**config.mk**
```make
export PLATFORM = sky130hd
export DESIGN_NAME = timer_bank_scheduler
export DESIGN_NICKNAME = d
export VERILOG_FILES = /design/src/rtl/tbs_pkg.sv /design/src/rtl/tbs_time_ram.sv /design/src/rtl/tbs_arith.sv /design/src/rtl/timer_bank_scheduler.sv
export VERILOG_INCLUDE_DIRS = /design/src /design/src/rtl
export SDC_FILE = /design/constraint.sdc
export NUM_CORES = 2
export LEC_CHECK = 0
export ABC_CLOCK_PERIOD_IN_PS = 8100
export BUFFER_PORTS_ARGS = -buffer_cell sky130_fd_sc_hd__buf_4
export CORE_MARGIN = 2
export CORE_UTILIZATION = 45
export CTS_CLUSTER_DIAMETER = 150
export DETAILED_ROUTE_END_ITERATION = 16
export PLACE_DENSITY_LB_ADDON = 0.15
export SYNTH_ARGS = -nofsm -noshare
export SYNTH_HDL_FRONTEND = slang
export SYNTH_HIERARCHICAL = 1
export SYNTH_SLANG_ARGS = --single-unit
```
**constraint.sdc**
```tcl
create_clock -name clk_i -period 8.1 [get_ports clk_i]
set_input_delay 0.405 -clock clk_i [delete_from_list [all_inputs] [get_ports clk_i]]
set_output_delay 0.405 -clock clk_i [all_outputs]
set_load 0.01 [all_outputs]
```
**src/rtl/assert_macros.svh**
```systemverilog
`ifndef ASSERT_MACROS_SVH
`define ASSERT_MACROS_SVH

// Checks that a condition holds on every clock edge outside reset.
`define TBS_ASSERT(lbl, prop, msg) \
  lbl: assert property (@(posedge clk_i) disable iff (!rst_ni) (prop)) else $error(msg);

// Checks that a condition in one cycle implies another in the following cycle.
`define TBS_ASSERT_NEXT(lbl, ante, cons, msg) \
  lbl: assert property (@(posedge clk_i) disable iff (!rst_ni) (ante) |=> (cons)) else $error(msg);

`endif

```
**src/rtl/tbs_pkg.sv**
```systemverilog
package tbs_pkg;

  localparam int unsigned SLOTS = 16;
  localparam int unsigned TICK_HZ = 1000;
  localparam int unsigned SLOT_W = (SLOTS > 1) ? $clog2(SLOTS) : 1;

  localparam logic [9:0] MS_TO_US = 10'd1000;
  localparam int unsigned US_PER_S = 1000000;
  localparam logic [31:0] MIN_INTERVAL_US = 32'(US_PER_S / TICK_HZ);

  typedef enum logic [2:0] {
    OP_TICK       = 3'd0,
    OP_CREATE     = 3'd1,
    OP_DESTROY    = 3'd2,
    OP_START      = 3'd3,
    OP_STOP       = 3'd4,
    OP_SET_FLAGS  = 3'd5,
    OP_SET_IVAL   = 3'd6
  } op_e;

  typedef enum logic [1:0] {
    KIND_STATUS = 2'd0,
    KIND_DIRECT = 2'd1,
    KIND_POSTED = 2'd2
  } kind_e;

  typedef enum logic [2:0] {
    ST_IDLE,
    ST_SCAN,
    ST_DRAIN,
    ST_STATUS,
    ST_MUL,
    ST_EXEC
  } state_e;

  typedef struct packed {
    logic rd_en;
    logic mul_en;
    logic exec_en;
    logic tick_status;
  } ctrl_t;

  typedef struct packed {
    logic              we;
    logic [SLOT_W-1:0] addr;
    logic [31:0]       data;
  } ram_wr_t;

  // Returns a found bit above the index of the lowest unused slot.
  function automatic logic [SLOT_W:0] lowest_free(input logic [SLOTS-1:0] used);
    logic [SLOT_W:0] r;
    r = '0;
    for (int i = SLOTS - 1; i >= 0; i--) begin
      if (!used[i]) begin
        r = {1'b1, SLOT_W'(i)};
      end
    end
    return r;
  endfunction

endpackage

```
**src/rtl/tbs_time_ram.sv**
```systemverilog
module tbs_time_ram (
  input  logic                 clk_i,
  input  tbs_pkg::ram_wr_t     ival_wr_i,
  input  tbs_pkg::ram_wr_t     start_wr_i,
  input  logic                 rd_en_i,
  input  logic [tbs_pkg::SLOT_W-1:0] raddr_i,
  output logic [31:0]          ival_o,
  output logic [31:0]          start_o
);
  import tbs_pkg::*;

  logic [31:0] ival_mem [SLOTS];
  logic [31:0] start_mem [SLOTS];

  always_ff @(posedge clk_i) begin
    if (ival_wr_i.we) begin
      ival_mem[ival_wr_i.addr] <= ival_wr_i.data;
    end
    if (start_wr_i.we) begin
      start_mem[start_wr_i.addr] <= start_wr_i.data;
    end
  end

  always_ff @(posedge clk_i) begin
    if (rd_en_i) begin
      ival_o  <= ival_mem[raddr_i];
      start_o <= start_mem[raddr_i];
    end
  end

endmodule

```
**src/rtl/tbs_arith.sv**
```systemverilog
module tbs_arith (
  input  logic [31:0] now_us_i,
  input  logic [31:0] start_us_i,
  input  logic [31:0] interval_us_i,
  input  logic [22:0] interval_ms_i,
  output logic        expired_o,
  output logic [31:0] scaled_us_o
);
  import tbs_pkg::*;

  logic [31:0] elapsed;
  logic [32:0] product;

  assign elapsed     = now_us_i - start_us_i;
  assign expired_o   = (elapsed >= interval_us_i);
  assign product     = 33'(interval_ms_i) * 33'(MS_TO_US);
  assign scaled_us_o = product[31:0];

endmodule

```
**src/rtl/timer_bank_scheduler.sv**
```systemverilog
// A tick request scans the slots one per cycle through a single elapsed-time
// compare unit fed by one RAM read port, and the block stays busy through the
// scan and the ST_DRAIN and ST_STATUS states after a tick is accepted. Every
// other request keeps it busy while it first scales the interval (ST_MUL) and
// then updates the slot (ST_EXEC). Results come out one per cycle on strobe_o,
// the expiry events of a tick first in slot order and then one status result
// with last_o set. The receiver cannot stall these results, and a new request
// can be accepted in the very cycle in which the final status result is shown.
`include "assert_macros.svh"

module timer_bank_scheduler (
  input  logic        clk_i,
  input  logic        rst_ni,
  input  logic        start,
  output logic        busy,
  input  logic [2:0]  mode_i,
  input  logic [3:0]  slot_i,
  input  logic [22:0] interval_ms_i,
  input  logic        flag_enabled_i,
  input  logic        flag_repeat_i,
  input  logic        flag_direct_i,
  input  logic        has_handler_i,
  input  logic [31:0] now_us_i,
  output logic        strobe_o,
  output logic [1:0]  kind_o,
  output logic [3:0]  timer_slot_o,
  output logic        ok_o,
  output logic        last_o
);
  import tbs_pkg::*;

  state_e state_q, state_d;
  ctrl_t  ctrl;

  logic              accept;
  logic [2:0]        mode_q;
  logic [3:0]        slot_q;
  logic [22:0]       ims_q;
  logic              fen_q, frep_q, fdir_q, fh_q;
  logic [31:0]       now_q;
  logic [31:0]       scaled_q;

  logic [SLOT_W-1:0] idx_q;
  logic              cmp_vld_q;
  logic [SLOT_W-1:0] cmp_idx_q;

  logic [SLOTS-1:0]  used_q, en_q, rep_q, dir_q, hnd_q;
  logic [SLOTS-1:0]  used_d, en_d, rep_d, dir_d, hnd_d;

  ram_wr_t           ival_wr, start_wr;
  logic [31:0]       rd_ival, rd_start;
  logic              expired;
  logic [31:0]       scaled_us;
  logic [31:0]       clamped_us;

  logic [SLOT_W-1:0] sidx;
  logic              slot_ok;
  logic [SLOT_W:0]   free_w;
  logic [SLOT_W-1:0] free_idx;

  logic              res_vld_q, res_vld_d;
  kind_e             res_kind_q, res_kind_d;
  logic [3:0]        res_ts_q, res_ts_d;
  logic              res_ok_q, res_ok_d;
  logic              res_last_q, res_last_d;

  assign accept = start && (state_q == ST_IDLE);
  assign busy   = (state_q != ST_IDLE);

  always_comb begin
    state_d = state_q;
    unique case (state_q)
      ST_IDLE: begin
        if (start) begin
          state_d = (mode_i == OP_TICK) ? ST_SCAN : ST_MUL;
        end
      end
      ST_SCAN: begin
        if (idx_q == SLOT_W'(SLOTS - 1)) begin
          state_d = ST_DRAIN;
        end
      end
      ST_DRAIN:  state_d = ST_STATUS;
      ST_STATUS: state_d = ST_IDLE;
      ST_MUL:    state_d = ST_EXEC;
      ST_EXEC:   state_d = ST_IDLE;
      default:   state_d = ST_IDLE;
    endcase
  end

  always_comb begin
    ctrl = '0;
    unique case (state_q)
      ST_SCAN:   ctrl.rd_en = 1'b1;
      ST_STATUS: ctrl.tick_status = 1'b1;
      ST_MUL:    ctrl.mul_en = 1'b1;
      ST_EXEC:   ctrl.exec_en = 1'b1;
      default:   ctrl = '0;
    endcase
  end

  always_ff @(posedge clk_i or negedge rst_ni) begin
    if (!rst_ni) begin
      state_q   <= ST_IDLE;
      idx_q     <= '0;
      cmp_vld_q <= 1'b0;
    end else begin
      state_q   <= state_d;
      cmp_vld_q <= ctrl.rd_en;
      if (accept) begin
        idx_q <= '0;
      end else if (ctrl.rd_en) begin
        idx_q <= idx_q + 1'b1;
      end
    end
  end

  always_ff @(posedge clk_i) begin
    cmp_idx_q <= idx_q;
    if (accept) begin
      mode_q <= mode_i;
      slot_q <= slot_i;
      ims_q  <= interval_ms_i;
      fen_q  <= flag_enabled_i;
      frep_q <= flag_repeat_i;
      fdir_q <= flag_direct_i;
      fh_q   <= has_handler_i;
      now_q  <= now_us_i;
    end
    if (ctrl.mul_en) begin
      scaled_q <= scaled_us;
    end
  end

  tbs_time_ram u_ram (
    .clk_i      (clk_i),
    .ival_wr_i  (ival_wr),
    .start_wr_i (start_wr),
    .rd_en_i    (ctrl.rd_en),
    .raddr_i    (idx_q),
    .ival_o     (rd_ival),
    .start_o    (rd_start)
  );

  tbs_arith u_arith (
    .now_us_i      (now_q),
    .start_us_i    (rd_start),
    .interval_us_i (rd_ival),
    .interval_ms_i (ims_q),
    .expired_o     (expired),
    .scaled_us_o   (scaled_us)
  );

  assign sidx       = SLOT_W'(slot_q);
  assign slot_ok    = (32'(slot_q) < 32'(SLOTS)) && used_q[sidx];
  assign free_w     = lowest_free(used_q);
  assign free_idx   = free_w[SLOT_W-1:0];
  assign clamped_us = (scaled_q < MIN_INTERVAL_US) ? MIN_INTERVAL_US : scaled_q;

  always_comb begin
    used_d = used_q;
    en_d   = en_q;
    rep_d  = rep_q;
    dir_d  = dir_q;
    hnd_d  = hnd_q;
    ival_wr  = '{we: 1'b0, addr: sidx, data: scaled_q};
    start_wr = '{we: 1'b0, addr: sidx, data: now_q};
    res_vld_d  = 1'b0;
    res_kind_d = KIND_STATUS;
    res_ts_d   = '0;
    res_ok_d   = 1'b0;
    res_last_d = 1'b0;

    if (cmp_vld_q && used_q[cmp_idx_q] && en_q[cmp_idx_q] && expired) begin
      if (hnd_q[cmp_idx_q]) begin
        res_vld_d  = 1'b1;
        res_kind_d = dir_q[cmp_idx_q] ? KIND_DIRECT : KIND_POSTED;
        res_ts_d   = 4'(cmp_idx_q);
        res_ok_d   = 1'b1;
      end
      if (rep_q[cmp_idx_q]) begin
        start_wr.we   = 1'b1;
        start_wr.addr = cmp_idx_q;
      end else begin
        en_d[cmp_idx_q] = 1'b0;
      end
    end

    if (ctrl.tick_status) begin
      res_vld_d  = 1'b1;
      res_ok_d   = 1'b1;
      res_last_d = 1'b1;
    end

    if (ctrl.exec_en) begin
      res_vld_d  = 1'b1;
      res_last_d = 1'b1;
      unique case (mode_q)
        OP_CREATE: begin
          if ((ims_q != '0) && free_w[SLOT_W]) begin
            used_d[free_idx] = 1'b1;
            en_d[free_idx]   = fen_q;
            rep_d[free_idx]  = frep_q;
            dir_d[free_idx]  = fdir_q;
            hnd_d[free_idx]  = fh_q;
            ival_wr          = '{we: 1'b1, addr: free_idx, data: clamped_us};
            start_wr.we      = 1'b1;
            start_wr.addr    = free_idx;
            res_ok_d         = 1'b1;
            res_ts_d         = 4'(free_idx);
          end
        end
        OP_DESTROY: begin
          if (slot_ok) begin
            used_d[sidx] = 1'b0;
            en_d[sidx]   = 1'b0;
            rep_d[sidx]  = 1'b0;
            dir_d[sidx]  = 1'b0;
            hnd_d[sidx]  = 1'b0;
            res_ok_d     = 1'b1;
          end
        end
        OP_START: begin
          if (slot_ok) begin
            start_wr.we = 1'b1;
            en_d[sidx]  = 1'b1;
            res_ok_d    = 1'b1;
          end
        end
        OP_STOP: begin
          if (slot_ok) begin
            en_d[sidx] = 1'b0;
            res_ok_d   = 1'b1;
          end
        end
        OP_SET_FLAGS: begin
          if (slot_ok) begin
            en_d[sidx]  = fen_q;
            rep_d[sidx] = frep_q;
            dir_d[sidx] = fdir_q;
            start_wr.we = fen_q;
            res_ok_d    = 1'b1;
          end
        end
        OP_SET_IVAL: begin
          if (slot_ok) begin
            ival_wr.we  = 1'b1;
            start_wr.we = en_q[sidx];
            res_ok_d    = 1'b1;
          end
        end
        default: res_ok_d = 1'b0;
      endcase
    end
  end

  always_ff @(posedge clk_i or negedge rst_ni) begin
    if (!rst_ni) begin
      used_q    <= '0;
      en_q      <= '0;
      rep_q     <= '0;
      dir_q     <= '0;
      hnd_q     <= '0;
      res_vld_q <= 1'b0;
    end else begin
      used_q    <= used_d;
      en_q      <= en_d;
      rep_q     <= rep_d;
      dir_q     <= dir_d;
      hnd_q     <= hnd_d;
      res_vld_q <= res_vld_d;
    end
  end

  always_ff @(posedge clk_i) begin
    res_kind_q <= res_kind_d;
    res_ts_q   <= res_ts_d;
    res_ok_q   <= res_ok_d;
    res_last_q <= res_last_d;
  end

  assign strobe_o     = res_vld_q;
  assign kind_o       = res_kind_q;
  assign timer_slot_o = res_ts_q;
  assign ok_o         = res_ok_q;
  assign last_o       = res_last_q;

  `TBS_ASSERT(a_last_means_idle, !(res_vld_q && res_last_q) || (state_q == ST_IDLE), "final result while a request is still in work")
  `TBS_ASSERT_NEXT(a_accept_goes_busy, accept, busy, "accepted request did not make the block busy")
  `TBS_ASSERT(a_expiry_not_last, !(res_vld_q && (res_kind_q != KIND_STATUS)) || !res_last_q, "expiry result marked as final")
  `TBS_ASSERT(a_cmp_in_scan, !cmp_vld_q || (state_q == ST_SCAN) || (state_q == ST_DRAIN), "slot compare outside a tick scan")

endmodule

```
==> summary.txt <==
Worst setup path
  • CP endpoint kind: flop
  • Setup slack, reg-to-reg: between 0.4 and 0.5 ns
  • Critical path type: reg -> reg
  • Reg2reg start: now_q[0]
  • Worst r2r dst: u_ram/start_mem[0][11]
  • Reg2reg path depth: 27
  • Crit path required time: about 8.5 ns
  • CP Max Fanout: 32
  • CP startpoint kind: flop
  • CP arrival: around 8.0 ns

Drt
  • Routed vias: approximately 32,000
  • DRT antenna net count: 0
  • Vias per cell: roughly 6
  • Drt first pass iters: 6
  • Initial DRC count: roughly 3,200
  • Routed WL per cell: around 28 um
  • Final WL: ~150,000 um
  • DRC errors left: 0

Power and ir drop
  • Peak supply drop: about 0.34 mV
  • PD cells: around 410 mW/mm^2
  • LEAKAGE: about 22 nW

Clock tree
  • Clock transition at path regs: 0.06 ns
  • CTS buffer count: around 140
  • Root buf cell: clkbuf_16
  • CTS tree: done
  • Clock Latency Late Sink: 0.77 ns
  • Sink Count: 1,287
  • H-tree levels: 4
  • Setup Fix Bufs, Post-CTS: 0
  • Clock buffer depth: 3

Global routing
  • Pin count of the biggest net entering global routing: roughly 150
  • Antenna violations before repair: 6
  • Grt total ovfl: 0
  • First-pass GRT wire length: around 220,000 um
  • Total track usage: 22.9%
  • Vias in the first global route: 33,400

Finish
  • Share of cells above drive strength 1: 18.9%
  • Nets: 3,897
  • Non-Filler Instances: roughly 5,400
  • Layout area overhead: 13.7%
  • Layout Utilization: between 50% and 60%
  • Final instance area: roughly 0.065 mm^2
  • Most frequent cells in the layout: edfxtp_1 (1,186), mux4_2 (283), inv_1 (208)
  • Most common cell after layout, fill and taps aside: edfxtp_1
  • Fill cells: between 10,000 and 15,000

Die
  • Die X: 360 um
  • IO Pins: between 70 and 80
  • Die Area: 0.130 mm^2
  • Total core area: ~0.13 mm^2
  • Die height: ~360 um
  • Initial Util: a little under half
  • FP Rows: between 100 and 150

Placed design
  • Input/output buffers: slightly below 80
  • Placed Instances: 5,060
  • Final GP Congestion: 0.926
  • DP Wirelength: 87,600 um
  • Placed cell area: 0.0598 mm^2

STA
  • Worst Clk Skew: between 0.03 and 0.04 ns
  • Final Critical Period: ~7.6 ns
  • Worst slew pin tran: 1.20 ns
  • Final setup vio count: 0
  • Fmax: between 100 and 150 MHz
  • Fin. max-slew vios: 0
  • Slew headroom: 20.0%
  • Final Hold Viols: 0
  • Total negative slack: 0 ns
  • RSZ-0062 raised after global routing: false
  • Part of the cycle the worst path needs: a little over nine tenths

Synth
  • Synth Warn #: 6
  • Asr flop ratio synth: slightly below 7%
  • Register bit total from synthesis: approximately 1,300
  • Post-synth EDFFs: approximately 1,200
  • Top_reg_cell synth: edfxtp_1
  • Mapped Area: approximately 0.057 mm^2
  • Synth unique cells: 91
  • Avg Inst Size Synth: about 17 um^2
  • Synth Instances: roughly 3,400
  • Register area share after synthesis: ~67%

Flow run
  • Max-cap viol count: 0

Worst hold path
  • Hold Path Class: in -> async

Outcome
  • Status: complete, no violations
what timing repair did:
action	in CTS	in global routing
hold buffers	68	0
setup endpoints to repair	0	349
gates resized for setup	0	3
endpoints found under the hold margin	104	0
sequential cells by signal, summed over array words and instances (netlist names), 2 cells and up:
signal           count
u_ram/ival_mem     512
u_ram/start_mem    512
now_q               32
scaled_q            32
u_ram/ival_o        32
u_ram/start_o       32
ims_q               23
dir_q               16
en_q                16
hnd_q               16
rep_q               16
used_q              16
cmp_idx_q            4
idx_q                4
sidx                 4
timer_slot_o         4
mode_q               3
state_q              3
kind_o               2
metrics by stage:
step / worst slack [ns] / power, mW / hold WS, ns
4_1_cts: 0.192 / 26.5 / 0.135
2_1_floorplan: 0.546 / 17.2 / 0.109
5_1_grt: 0.00887 / 28.0 / 0.169
6_report: 0.495 / 26.4 / 0.167
3_5_place_dp: 0.263 / 20.2 / 0.423
3_3_place_gp: 0.489 / 20.0 / 0.418
routing by layer:
metal	global-route usage, %	vias up	part of all wire (%)
li1	-	14000	-
met1	32.3	17100	43
met2	37.0	1109	49
met3	3.06	226	5.4
met4	7.64	0	2.8
met5	0	-	0
where the power goes:
| part | internal [mW] | switching, mW | total, mW | leakage, nW |
|---|---|---|---|---|
| registers | 8.70 | 0.904 | 9.61 | 12.0 |
| logic | 4.50 | 5.96 | 10.5 | 8.03 |
| clock network | 3.68 | 2.61 | 6.30 | 2.23 |
worst max-delay path, cell delays in order (launching register included):
cell       delay [ns]
edfxtp_1         0.60
inv_1            0.13
ha_1             0.18
inv_1            0.06
fa_1             0.42
a211oi_1         0.36
o21a_1           0.24
o21bai_1         0.08
a21oi_1          0.25
o21bai_1         0.09
a21oi_1          0.19
xnor2_1          0.16
ha_1             0.27
a21o_1           0.16
a21oi_1          0.14
o21ai_0          0.10
nor2b_1          0.14
a2111oi_1        0.58
o21ai_0          0.42
and2_0           0.30
o221a_2          0.13
o211a_2          0.18
nand2_1          0.24
mux2i_1          0.21
o21ai_0          0.18
or3b_2           0.65
nor3_2           0.17
buf_4            0.56
synth_stat cells (29+ instances only):
cell type | instances | area share [%]
buf_2 | 29 | 0.25
ha_1 | 127 | 2.8
fa_1 | 83 | 2.9
nand3_1 | 68 | 0.60
a21oi_1 | 107 | 0.94
xnor2_1 | 34 | 0.52
mux4_2 | 283 | 11
a22oi_1 | 141 | 1.9
o21ai_0 | 115 | 1.0
clkbuf_1 | 117 | 0.77
edfxtp_1 | 1186 | 62
dfrtp_1 | 89 | 3.9
a21o_1 | 40 | 0.53
nand2_1 | 181 | 1.2
nor3_1 | 37 | 0.32
nor2_1 | 130 | 0.85
inv_1 | 210 | 1.4
how the worst max path moves through the flow:
stage | from | endpoint | slack [ns] | cells past startpoint
final | now_q[0] | u_ram/start_mem[0][11] | 0.49 | 27
after global routing | now_q[0] | u_ram/start_mem[12][11] | 0.009 | 27
after CTS | now_q[0] | u_ram/start_mem[9][7] | 0.19 | 27
after detailed placement | now_q[0] | u_ram/start_mem[9][16] | 0.26 | 27
after global placement | now_q[0] | u_ram/start_mem[9][12] | 0.49 | 27
after floorplan | now_q[0] | u_ram/start_mem[0][0] | 0.55 | 26
kinds of logic (layout without fill, tap and decap cells):
family	after synthesis	in the layout	share of synthesized area (%)
compound gates	630	630	7.60
fa+ha+maj	210	210	5.68
other cells	1	5	0.00656
buf+inv	401	681	2.96
flops	1287	1287	66.6
mux	305	305	11.6
simple gates	556	556	4.64
xor+xnor	59	59	0.904
cell type report:
| class | count | area [um^2] | share of cell area, % |
|---|---|---|---|
| Multi-Input combinational cell | 1763 | 17700 | 27.2 |
| Clock inverter | 84 | 850 | 1.31 |
| Clock buffer | 169 | 3700 | 5.68 |
| Inverter | 212 | 800 | 1.23 |
| Antenna cell | 2 | 5.00 | 0.00770 |
| Sequential cell | 1287 | 38100 | 58.6 |
| Timing Repair Buffer | 216 | 1840 | 2.83 |
| Tap cell | 1650 | 2060 | 3.17 |
Note: power is estimated with default switching activity, not from simulation.
